[src/rtl/pec_pkg.sv]
// shared types, constants and type classification for the partition entry checker
`timescale 1ns / 1ps
`default_nettype none
package pec_pkg;

	localparam int LBA_W = 32;
	localparam int HC_W  = 9;
	localparam int SPT_W = 6;
	localparam int CFG_W = 9;

	// configuration register indexes
	localparam logic CFG_HEAD_COUNT = 1'b0;
	localparam logic CFG_SECTORS    = 1'b1;

	localparam logic [HC_W-1:0]  HEAD_COUNT_RST = 9'd255;
	localparam logic [SPT_W-1:0] SECTORS_RST    = 6'd63;

	// partition type codes
	localparam logic [7:0] PT_UNUSED    = 8'h00;
	localparam logic [7:0] PT_EXT_CHS   = 8'h05;
	localparam logic [7:0] PT_EXT_LBA   = 8'h0F;
	localparam logic [7:0] PT_EXT_HID   = 8'h1E;
	localparam logic [7:0] PT_FAT16     = 8'h06;
	localparam logic [7:0] PT_FAT32     = 8'h0B;
	localparam logic [7:0] PT_FAT32_LBA = 8'h0C;
	localparam logic [7:0] PT_FAT16_LBA = 8'h0E;
	localparam logic [7:0] PT_FAT32_HID = 8'h1B;
	localparam logic [7:0] PT_FAT32_HLB = 8'h1C;
	localparam logic [7:0] PT_LINUX     = 8'h83;

	typedef enum logic [1:0] {
		KIND_OTHER    = 2'd0,
		KIND_EXTENDED = 2'd1,
		KIND_FAT      = 2'd2,
		KIND_EXT2     = 2'd3
	} kind_t;

	// entry data that travels beside the chs lanes
	typedef struct packed {
		logic [7:0]       part_type;
		logic [LBA_W-1:0] start_lba;
		logic [LBA_W-1:0] end_lba;
	} lba_t;

	function automatic kind_t classify(input logic [7:0] t);
		kind_t k;
		k = KIND_OTHER;
		if (t inside {PT_EXT_CHS, PT_EXT_LBA, PT_EXT_HID})
			k = KIND_EXTENDED;
		else if (t inside {PT_FAT16, PT_FAT32, PT_FAT32_LBA, PT_FAT16_LBA,
				PT_FAT32_HID, PT_FAT32_HLB})
			k = KIND_FAT;
		else if (t == PT_LINUX)
			k = KIND_EXT2;
		return k;
	endfunction

endpackage
`default_nettype wire

[src/rtl/pec_chs_lane.sv]
// one chs to lba lane: two multiply stages
`timescale 1ns / 1ps
`default_nettype none
module pec_chs_lane
	import pec_pkg::*;
(
	input  wire logic             clk,
	input  wire logic             en_s1,
	input  wire logic             en_s2,
	input  wire logic [7:0]       head,
	input  wire logic [7:0]       sector_byte,
	input  wire logic [7:0]       cyl_low,
	input  wire logic [HC_W-1:0]  head_count,
	input  wire logic [SPT_W-1:0] sectors_per_track,
	output logic      [LBA_W-1:0] lba_s2
);

	logic [9:0]  cyl;
	logic [18:0] cyl_heads;
	logic [19:0] track_s1;
	logic [5:0]  sec_s1;
	logic [25:0] scaled;

	// cylinder bits 8-9 live in the top of the sector byte
	assign cyl       = {sector_byte[7:6], cyl_low};
	assign cyl_heads = 19'(cyl) * 19'(head_count);
	assign scaled    = 26'(track_s1) * 26'(sectors_per_track);

	always_ff @(posedge clk) begin
		if (en_s1) begin
			track_s1 <= 20'(cyl_heads) + 20'(head);
			sec_s1   <= sector_byte[5:0];
		end
	end

	// sector zero yields the scaled track minus one, wrapping to all ones when that is zero
	always_ff @(posedge clk) begin
		if (en_s2) begin
			lba_s2 <= 32'(scaled) + 32'(sec_s1) - 32'd1;
		end
	end

endmodule
`default_nettype wire

[src/rtl/pec_merge.sv]
// merge stage: compares lane results with the table lba, classifies, holds output
`timescale 1ns / 1ps
`default_nettype none
module pec_merge
	import pec_pkg::*;
(
	input  wire logic             clk,
	input  wire logic             arst_n,
	input  wire logic             valid_s2,
	input  wire lba_t             ent_s2,
	input  wire logic [LBA_W-1:0] chs_start_s2,
	input  wire logic [LBA_W-1:0] chs_end_s2,
	output logic                  ready,
	output logic                  out_valid,
	input  wire logic             out_ready,
	output logic                  present,
	output logic      [LBA_W-1:0] start_lba,
	output logic      [LBA_W-1:0] end_lba,
	output logic      [LBA_W-1:0] chs_start_lba,
	output logic      [LBA_W-1:0] chs_end_lba,
	output logic                  start_mismatch,
	output logic                  end_mismatch,
	output kind_t                 kind
);

	logic out_valid_q;
	logic used;

	assign ready     = ~out_valid_q | out_ready;
	assign out_valid = out_valid_q;
	assign used      = (ent_s2.part_type != PT_UNUSED);

	always_ff @(posedge clk or negedge arst_n) begin
		if (!arst_n) begin
			out_valid_q <= 1'b0;
		end else if (ready) begin
			out_valid_q <= valid_s2;
		end
	end

	// an unused entry reports all zeros
	always_ff @(posedge clk) begin
		if (ready) begin
			present        <= used;
			start_lba      <= used ? ent_s2.start_lba : '0;
			end_lba        <= used ? ent_s2.end_lba : '0;
			chs_start_lba  <= used ? chs_start_s2 : '0;
			chs_end_lba    <= used ? chs_end_s2 : '0;
			start_mismatch <= used && (ent_s2.start_lba != chs_start_s2);
			end_mismatch   <= used && (ent_s2.end_lba != chs_end_s2);
			kind           <= classify(ent_s2.part_type);
		end
	end

	a_load_shows: assert property (@(posedge clk) disable iff (!arst_n)
		(ready && valid_s2) |=> out_valid_q)
		else $error("loaded entry not shown at output");

	a_absent_zero: assert property (@(posedge clk) disable iff (!arst_n)
		(out_valid_q && !present) |-> (start_lba == '0 && end_lba == '0 &&
		chs_start_lba == '0 && chs_end_lba == '0 && !start_mismatch &&
		!end_mismatch && kind == KIND_OTHER))
		else $error("unused entry reports nonzero fields");

	a_mismatch_agree: assert property (@(posedge clk) disable iff (!arst_n)
		(out_valid_q && present) |->
		(start_mismatch == (start_lba != chs_start_lba) &&
		end_mismatch == (end_lba != chs_end_lba)))
		else $error("mismatch flags disagree with reported lba");

endmodule
`default_nettype wire

[src/rtl/partition_entry_checker_unit.sv]
// top level of the partition entry checker
// Checks one partition table entry per transfer against the configured disk geometry.
// Input: s_axis stream, one entry per transfer, fields packed in s_axis_tdata.
// Output: m_axis stream, one result per entry in the same order; kind rides in tuser.
// Configuration: cfg_wr_en/cfg_index/cfg_data write head_count (index 0) and
// sectors_per_track (index 1); write only while no entry is in flight.
// Two chs lanes (start and end tuple) run beside the lba adders; a merge stage
// compares and classifies.
// Pipeline: three register stages (lane multiply, lane scale, merge register).
// Throughput: one entry per cycle while m_axis_tready does not hold the output.
// Stalls: each stage moves when the stage after it is empty or moving, so bubbles
// fill while m_axis_tready is low and input is taken until all three stages hold
// an entry; s_axis_tready then follows m_axis_tready.
// Reset: the pipeline empties and the geometry returns to 255 heads and
// 63 sectors per track.
`timescale 1ns / 1ps
`default_nettype none
module partition_entry_checker_unit
	import pec_pkg::*;
(
	input  wire logic         clk,
	input  wire logic         arst_n,
	input  wire logic         s_axis_tvalid,
	output logic              s_axis_tready,
	// start_head, start_sector_byte, start_cyl_low, part_type, end_head,
	// end_sector_byte, end_cyl_low, start_offset, part_length, table_base
	input  wire logic [151:0] s_axis_tdata,
	output logic              m_axis_tvalid,
	input  wire logic         m_axis_tready,
	// present, start_lba, end_lba, chs_start_lba, chs_end_lba, start_mismatch,
	// end_mismatch, zero pad
	output logic      [135:0] m_axis_tdata,
	// kind
	output logic      [1:0]   m_axis_tuser,
	input  wire logic         cfg_wr_en,
	input  wire logic         cfg_index,
	input  wire logic [CFG_W-1:0] cfg_data
);

	logic [HC_W-1:0]  head_count_q;
	logic [SPT_W-1:0] sectors_q;

	logic valid_s1, valid_s2;
	logic adv_s1, adv_s2;
	logic merge_ready;

	logic [7:0]       part_type_s1;
	logic [LBA_W-1:0] start_lba_s1;
	logic [LBA_W-1:0] length_s1;
	lba_t             ent_s2;
	logic [LBA_W-1:0] chs_start_s2, chs_end_s2;

	logic             present, start_mismatch, end_mismatch;
	logic [LBA_W-1:0] start_lba, end_lba, chs_start_lba, chs_end_lba;
	kind_t            kind;

	always_ff @(posedge clk or negedge arst_n) begin
		if (!arst_n) begin
			head_count_q <= HEAD_COUNT_RST;
			sectors_q    <= SECTORS_RST;
		end else if (cfg_wr_en) begin
			case (cfg_index)
				CFG_HEAD_COUNT: head_count_q <= cfg_data[HC_W-1:0];
				CFG_SECTORS:    sectors_q    <= cfg_data[SPT_W-1:0];
				default: ;
			endcase
		end
	end

	assign adv_s2        = ~valid_s2 | merge_ready;
	assign adv_s1        = ~valid_s1 | adv_s2;
	assign s_axis_tready = adv_s1;

	always_ff @(posedge clk or negedge arst_n) begin
		if (!arst_n) begin
			valid_s1 <= 1'b0;
			valid_s2 <= 1'b0;
		end else begin
			if (adv_s1) valid_s1 <= s_axis_tvalid;
			if (adv_s2) valid_s2 <= valid_s1;
		end
	end

	always_ff @(posedge clk) begin
		if (adv_s1) begin
			part_type_s1 <= s_axis_tdata[31:24];
			start_lba_s1 <= s_axis_tdata[87:56] + s_axis_tdata[151:120];
			length_s1    <= s_axis_tdata[119:88];
		end
	end

	always_ff @(posedge clk) begin
		if (adv_s2) begin
			ent_s2.part_type <= part_type_s1;
			ent_s2.start_lba <= start_lba_s1;
			ent_s2.end_lba   <= start_lba_s1 + length_s1 - 32'd1;
		end
	end

	pec_chs_lane u_lane_start (
		.clk               (clk),
		.en_s1             (adv_s1),
		.en_s2             (adv_s2),
		.head              (s_axis_tdata[7:0]),
		.sector_byte       (s_axis_tdata[15:8]),
		.cyl_low           (s_axis_tdata[23:16]),
		.head_count        (head_count_q),
		.sectors_per_track (sectors_q),
		.lba_s2            (chs_start_s2)
	);

	pec_chs_lane u_lane_end (
		.clk               (clk),
		.en_s1             (adv_s1),
		.en_s2             (adv_s2),
		.head              (s_axis_tdata[39:32]),
		.sector_byte       (s_axis_tdata[47:40]),
		.cyl_low           (s_axis_tdata[55:48]),
		.head_count        (head_count_q),
		.sectors_per_track (sectors_q),
		.lba_s2            (chs_end_s2)
	);

	pec_merge u_merge (
		.clk            (clk),
		.arst_n         (arst_n),
		.valid_s2       (valid_s2),
		.ent_s2         (ent_s2),
		.chs_start_s2   (chs_start_s2),
		.chs_end_s2     (chs_end_s2),
		.ready          (merge_ready),
		.out_valid      (m_axis_tvalid),
		.out_ready      (m_axis_tready),
		.present        (present),
		.start_lba      (start_lba),
		.end_lba        (end_lba),
		.chs_start_lba  (chs_start_lba),
		.chs_end_lba    (chs_end_lba),
		.start_mismatch (start_mismatch),
		.end_mismatch   (end_mismatch),
		.kind           (kind)
	);

	assign m_axis_tdata = {5'd0, end_mismatch, start_mismatch, chs_end_lba, chs_start_lba,
		end_lba, start_lba, present};
	assign m_axis_tuser = kind;

endmodule
`default_nettype wire

[config.mk]
export PLATFORM = sky130hd
export DESIGN_NAME = partition_entry_checker_unit
export DESIGN_NICKNAME = d
export VERILOG_FILES = /design/src/rtl/pec_pkg.sv /design/src/rtl/pec_chs_lane.sv /design/src/rtl/pec_merge.sv /design/src/rtl/partition_entry_checker_unit.sv
export SDC_FILE = /design/constraint.sdc
export NUM_CORES = 2
export LEC_CHECK = 0
export ABC_CLOCK_PERIOD_IN_PS = 9600
export BUFFER_PORTS_ARGS = -buffer_cell sky130_fd_sc_hd__buf_2
export CORE_ASPECT_RATIO = 2
export CORE_MARGIN = 5
export CORE_UTILIZATION = 67
export CTS_CLUSTER_SIZE = 10
export DETAILED_ROUTE_END_ITERATION = 6
export PLACE_DENSITY = 0.88
export REMOVE_ABC_BUFFERS = 1
export SLEW_MARGIN = 40
export SYNTH_ARGS = -nofsm -noshare
export SYNTH_HDL_FRONTEND = slang
export SYNTH_SLANG_ARGS = --single-unit
[constraint.sdc]
create_clock -name clk -period 9.6 [get_ports clk]
set_input_delay 0.96 -clock clk [delete_from_list [all_inputs] [get_ports clk]]
set_output_delay 0.96 -clock clk [all_outputs]
set_load 0.02 [all_outputs]
* After elaboration in Yosys (flattened, before gate mapping) *
Cells that the tools add are included.

cells by class
  add/sub/neg operators = 9
  multipliers = 4
  equality and inequality tests = 12
  muxes and demuxes = 2
  bitwise operators = 7
  reduce and logical (&&, ||, !) cells = 7

operators with widths
  cell                   number
  $sub 32x1->32 const B  3
  $add 32x32->32         2
  $ne 32x32->1           2
  $add 26x6->27          2
  $mul 20x6->26          2
  $add 19x8->20          2
  $mul 10x9->19          2
  $eq 8x4->1 const B     4
  $eq 8x5->1 const B     3
  $eq 8x3->1 const B     2
  $eq 8x8->1 const B     1
  $reduce_bool 8->1      1
  $reduce_bool 6->1      1
  $mux 2                 2
  $not 1->1              4
  $reduce_and 2->1       2
  $or 1x1->1             3
  $reduce_bool 3->1      1
  $logic_and 1x1->1      2

storage, ports and cells
  bits in registers = 411
  input port bits = 167
  output and inout bits = 140
  logic and storage cells = 66

* Logic depth before layout (Yosys ltp) *
  depth after elaboration = 4
  mapped depth = 24
  mapped depth without buffers = 20

* By module *
Synthesis repeated with hierarchy kept, for this count alone.

unflattened totals
  cell total of the unflattened synthesis = 3,230
  area, all modules = 34,456.8 µm²

by module, submodules not included
  module                        instances  cells an instance  area each (µm²)
  pec_chs_lane at u_lane_start  1          1,039              9,780.6
  pec_chs_lane at u_lane_end    1          1,011              9,685.5
  partition_entry_checker_unit  1          796                9,185.1
  pec_merge                     1          384                5,805.6

* Worst setup path before layout *
OpenSTA, ideal clock, no wires.

  path type = input to register
  start = input port m_axis_tready
  end = register length_s1[0], enable pin
  library setup time = 1,736 ps
  data arrival time = 4,611 ps
  data required time = 7,864 ps
  slack = 3,253 ps
  stages = 1
  buffers on the path = 0
  cell sequence = nand4b_1

on the way
  word-level cells in the longest chain between the ends = 3

RTL lines
  item                  line                                source
  start, declared       partition_entry_checker_unit.sv:29  input wire logic m_axis_tready,
  $or 1x1->1            pec_merge.sv:29                     assign ready = ~out_valid_q | out_ready;
  $or 1x1->1            partition_entry_checker_unit.sv:70  assign adv_s2 = ~valid_s2 | merge_ready;
  $or 1x1->1            partition_entry_checker_unit.sv:71  assign adv_s1 = ~valid_s1 | adv_s2;
  end signal, assigned  partition_entry_checker_unit.sv:88  length_s1 <= s_axis_tdata[119:88];
  end, declared         partition_entry_checker_unit.sv:49  logic [LBA_W-1:0] length_s1;

No other way between the ends.
A chain may end at the register's enable or synchronous reset.

* Worst setup path in the final report *
  start = register sectors_q[1]
  end = register u_lane_end.lba_s2[25], data pin

on the way
  word-level cells in the longest chain between the ends = 3

RTL lines
  item                    line                                source
  start, declared         partition_entry_checker_unit.sv:41  logic [SPT_W-1:0] sectors_q;
  start signal, assigned  partition_entry_checker_unit.sv:64  CFG_SECTORS: sectors_q <= cfg_data[SPT_W-1:0];
  $mul 20x6->26           pec_chs_lane.sv:27                  assign scaled = 26'(track_s1) * 26'(sectors_per_track);
  $add 26x6->27           pec_chs_lane.sv:39                  lba_s2 <= 32'(scaled) + 32'(sec_s1) - 32'd1;
  $sub 32x1->32           pec_chs_lane.sv:39
  end signal, assigned    pec_chs_lane.sv:39
  end, declared           pec_chs_lane.sv:15                  output logic [LBA_W-1:0] lba_s2

No other way between the ends.

==> summary.txt <==
Post-DP HPWL - 69770 µm
period utilization - 70.66%
Fin Setup TNS - 0 ns
Die Wd - 169.9 µm
core outline area - 50800 µm²
number of synthesized flops with an enable pin - 393
setup violators final - 0
vias - 24.54k
synth warn - 0
critical path's largest stage delay - 0.99 ns
CTS sink cnt - 411
Post-DRT Antenna Nets - 0
vias in the first global route - 26.41k
GRT Max-Usage Layer - met2
Detailed Route Iter0 Violations - 1897
status - finished with violations
Worst R2R Setup Slack - 2.82 ns
Least-Margin Pin Slew - 0.8576 ns
Avg Inst Size Synth - 10.85 µm²
crit path DAT - 7.10 ns
first-pass GRT wire length - 138800 µm
GR Util met3 - 3.700%
post-DR vias/cell - 5.997
routed wire length - 88520 µm
total gr overflow - 0
Multi-input gate area - 20230 µm²
async set or reset register ratio after synthesis - 4.380%
Netlist cell types - 86
Avg WL per Cell - 21.64 µm
Worst Setup Path Type - reg2reg
CTS resizes - 0
Total GRT Usage - 31.63%
ratio of cells with drive above 1 in the final layout - 12.26%
Syn Std Cell Area - 34270 µm²
Cell Rows - 117
largest net degree at the start of global routing - 126
Clk pin slew, worst setup/hold paths - 0.05 ns
clk buf depth - 3
GP Congestion - 0.9766
hold buffers post-CTS - 0
Layout area overhead - 10.10%
Crit-path slowest cell - dfstp_2
peak fanout along the critical path - 41
crit path time final - 6.784 ns
Fin. Hold Viols - 0
Top Ports - 307
Initial Utilization - 67.46%
max_cap viols - 0
Setup crit end kind - flip-flop
Req. time, crit path - 9.92 ns
register area - 12270 µm²
Port Buffers - 301
synthesized flop and latch total - 411
TritonRoute pass-1 iters - 7
crit start category - flip-flop
Worst Hold Class - in2async
die area - 56040 µm²
Max Slew Vio Count - 0
FF-to-FF path depth - 16
failing checks - design-rule violations
Main synth FF type - edfxtp_1
worst clock skew - 0.02068 ns
met1 GRT Util - 32.67%
Mapped Cells - 3157
fmax - 147.4 MHz
Worst R2R Start - sectors_q[1]$_DFFE_PN1P_
Worst Setup SP - sectors_q[1]$_DFFE_PN1P_
final net count - 4198
postcts setup bufs - 0
H-tree levels - 2
cell breakdown of the critical path - and2_1, fa_1, fa_1, fa_1, ha_1, ha_1, and3_1, and3_4, a211oi_2, o21ai_1, and4b_1, a311oi_1, nand4b_1, or4_4, nor2_4, xor2_2
Clk Latency, worst-skew pair - 0.60 ns
GR Util met2 - 59.98%
initial antenna violation count - 3
crit path to - u_lane_end.lba_s2[25]$_DFFE_PP_
sequential element share of the synthesized area - 35.80%
Util after Layout - 74.28%
Clock Root Buffer - clkbuf_16
TritonCTS clock tree - yes
# DRC - 2
CTS buffer count - 48
CP most frequent cell - fa_1
unrepaired setup endpoints after global routing - false
worst r2r dst - u_lane_end.lba_s2[25]$_DFFE_PP_
Die H - 329.8 µm
max_slew headroom - 42.83%
number of fill cells - 3407
==> Yosys cell counts, types with 9 or more instances <==
cell type / number / area (µm²)
and2_1: 431 / 2696
edfxtp_1: 393 / 11800
inv_1: 369 / 1385
ha_1: 336 / 4204
fa_1: 278 / 5565
nand2_1: 198 / 743.2
xnor2_1: 174 / 1524
nor2_1: 119 / 446.7
a21oi_1: 108 / 540.5
clkbuf_1: 91 / 341.6
xor2_1: 56 / 490.5
o21ai_0: 55 / 275.3
nor3_1: 53 / 265.3
a21o_1: 45 / 337.8
nand3_1: 35 / 175.2
nand2b_1: 28 / 175.2
nor2b_1: 28 / 175.2
and3_1: 25 / 156.4
o21a_1: 23 / 172.7
a211oi_1: 20 / 150.1
nand4_1: 20 / 125.1
o21ai_1: 16 / 80.08
mux2_2: 15 / 168.9
dfstp_2: 14 / 367.9
nor4_1: 14 / 87.58
or3_1: 14 / 87.58
o31ai_1: 11 / 82.58
or2_2: 11 / 68.82
o21bai_1: 10 / 75.07
a31oi_1: 9 / 56.30
and4_1: 9 / 78.83
==> how the worst min path moves through the flow <==
stage                                       to  slack, ns  depth (start not counted)
final                     valid_s1$_DFFE_PN0P_       0.31                          1
after global routing      valid_s1$_DFFE_PN0P_       0.33                          1
after CTS                 valid_s1$_DFFE_PN0P_       0.30                          1
after detailed placement  ent_s2[64]$_DFFE_PP_       0.41                          0
after global placement    ent_s2[64]$_DFFE_PP_       0.41                          0
after floorplan           ent_s2[64]$_DFFE_PP_       0.40                          0
==> layer usage <==
| layer | up-vias | wire (µm) |
|---|---|---|
| li1 | 11170 | - |
| met1 | 12005 | 29460 |
| met2 | 1051 | 47470 |
| met3 | 309 | 4989 |
| met4 | 0 | 6592 |
| met5 | - | 0 |
==> final cells by class <==
type                            instances  share of cell area [%]
Clock buffer                           63                   3.472
Antenna cell                            2                 0.01326
Sequential cell                       411                   32.52
Clock inverter                          5                  0.2355
Timing Repair Buffer                  309                   4.304
Inverter                              369                   3.671
Tap cell                              654                   2.169
Multi-Input combinational cell       2278                   53.62
==> state kept, by name (all words and copies together), names as in the netlist, 32 cells and up <==
| signal | count |
|---|---|
| ent_s2 | 72 |
| length_s1 | 32 |
| start_lba_s1 | 32 |
| u_lane_end.lba_s2 | 32 |
| u_lane_start.lba_s2 | 32 |
| u_merge.chs_end_lba | 32 |
| u_merge.chs_start_lba | 32 |
| u_merge.end_lba | 32 |
| u_merge.start_lba | 32 |
==> worst max-delay path, delay by kind of cell (launching register included) <==
kind,cells,cell delay (ns)
xor+xnor,1,0.07
fa+ha+maj,5,2.12
compound gates,3,1.26
flops,1,0.99
simple gates,7,2.07
==> cells by family after synthesis <==
| group | Yosys count | share of synthesized area, % |
|---|---|---|
| and+or+nand+nor | 1019 | 16.24 |
| adders and majority gates | 614 | 28.51 |
| buffers and inverters | 472 | 5.287 |
| DFF | 411 | 35.80 |
| AOI/OAI and AO/OA | 389 | 7.584 |
| xor gates and xnor gates | 231 | 5.926 |
| muxes | 20 | 0.6390 |
| other | 1 | 0.01094 |
==> cells in the final DEF, fill, tap and decap left out, types with 27 or more instances in the layout <==
| cell | netlist | final |
|---|---|---|
| and2_1 | 431 | 431 |
| edfxtp_1 | 393 | 393 |
| inv_1 | 369 | 369 |
| ha_1 | 336 | 336 |
| buf_2 | 2 | 301 |
| fa_1 | 278 | 278 |
| nand2_1 | 198 | 198 |
| xnor2_1 | 174 | 174 |
| nor2_1 | 119 | 119 |
| a21oi_1 | 108 | 108 |
| xor2_1 | 56 | 56 |
| o21ai_0 | 55 | 55 |
| nor3_1 | 53 | 53 |
| clkbuf_16 | 0 | 50 |
| a21o_1 | 45 | 45 |
| nand3_1 | 35 | 34 |
| nor2b_1 | 28 | 28 |
| nand2b_1 | 28 | 27 |
==> metrics by stage <==
step                      hold WS [ns]  area, µm²  instances  worst slack, ns
final                           0.3121      37730       4091            2.816
after global routing            0.3257      37730       4091            2.376
after CTS                       0.2988      37680       4087            2.834
after detailed placement        0.4054      36280       4019            2.845
after global placement          0.4058      36250       4018            3.016
after floorplan                 0.4003      33860       3058            3.253
Power is left out: the tool's default activity adds up to more than one toggle a clock period on the data nets, which glitch-free logic cannot reach.
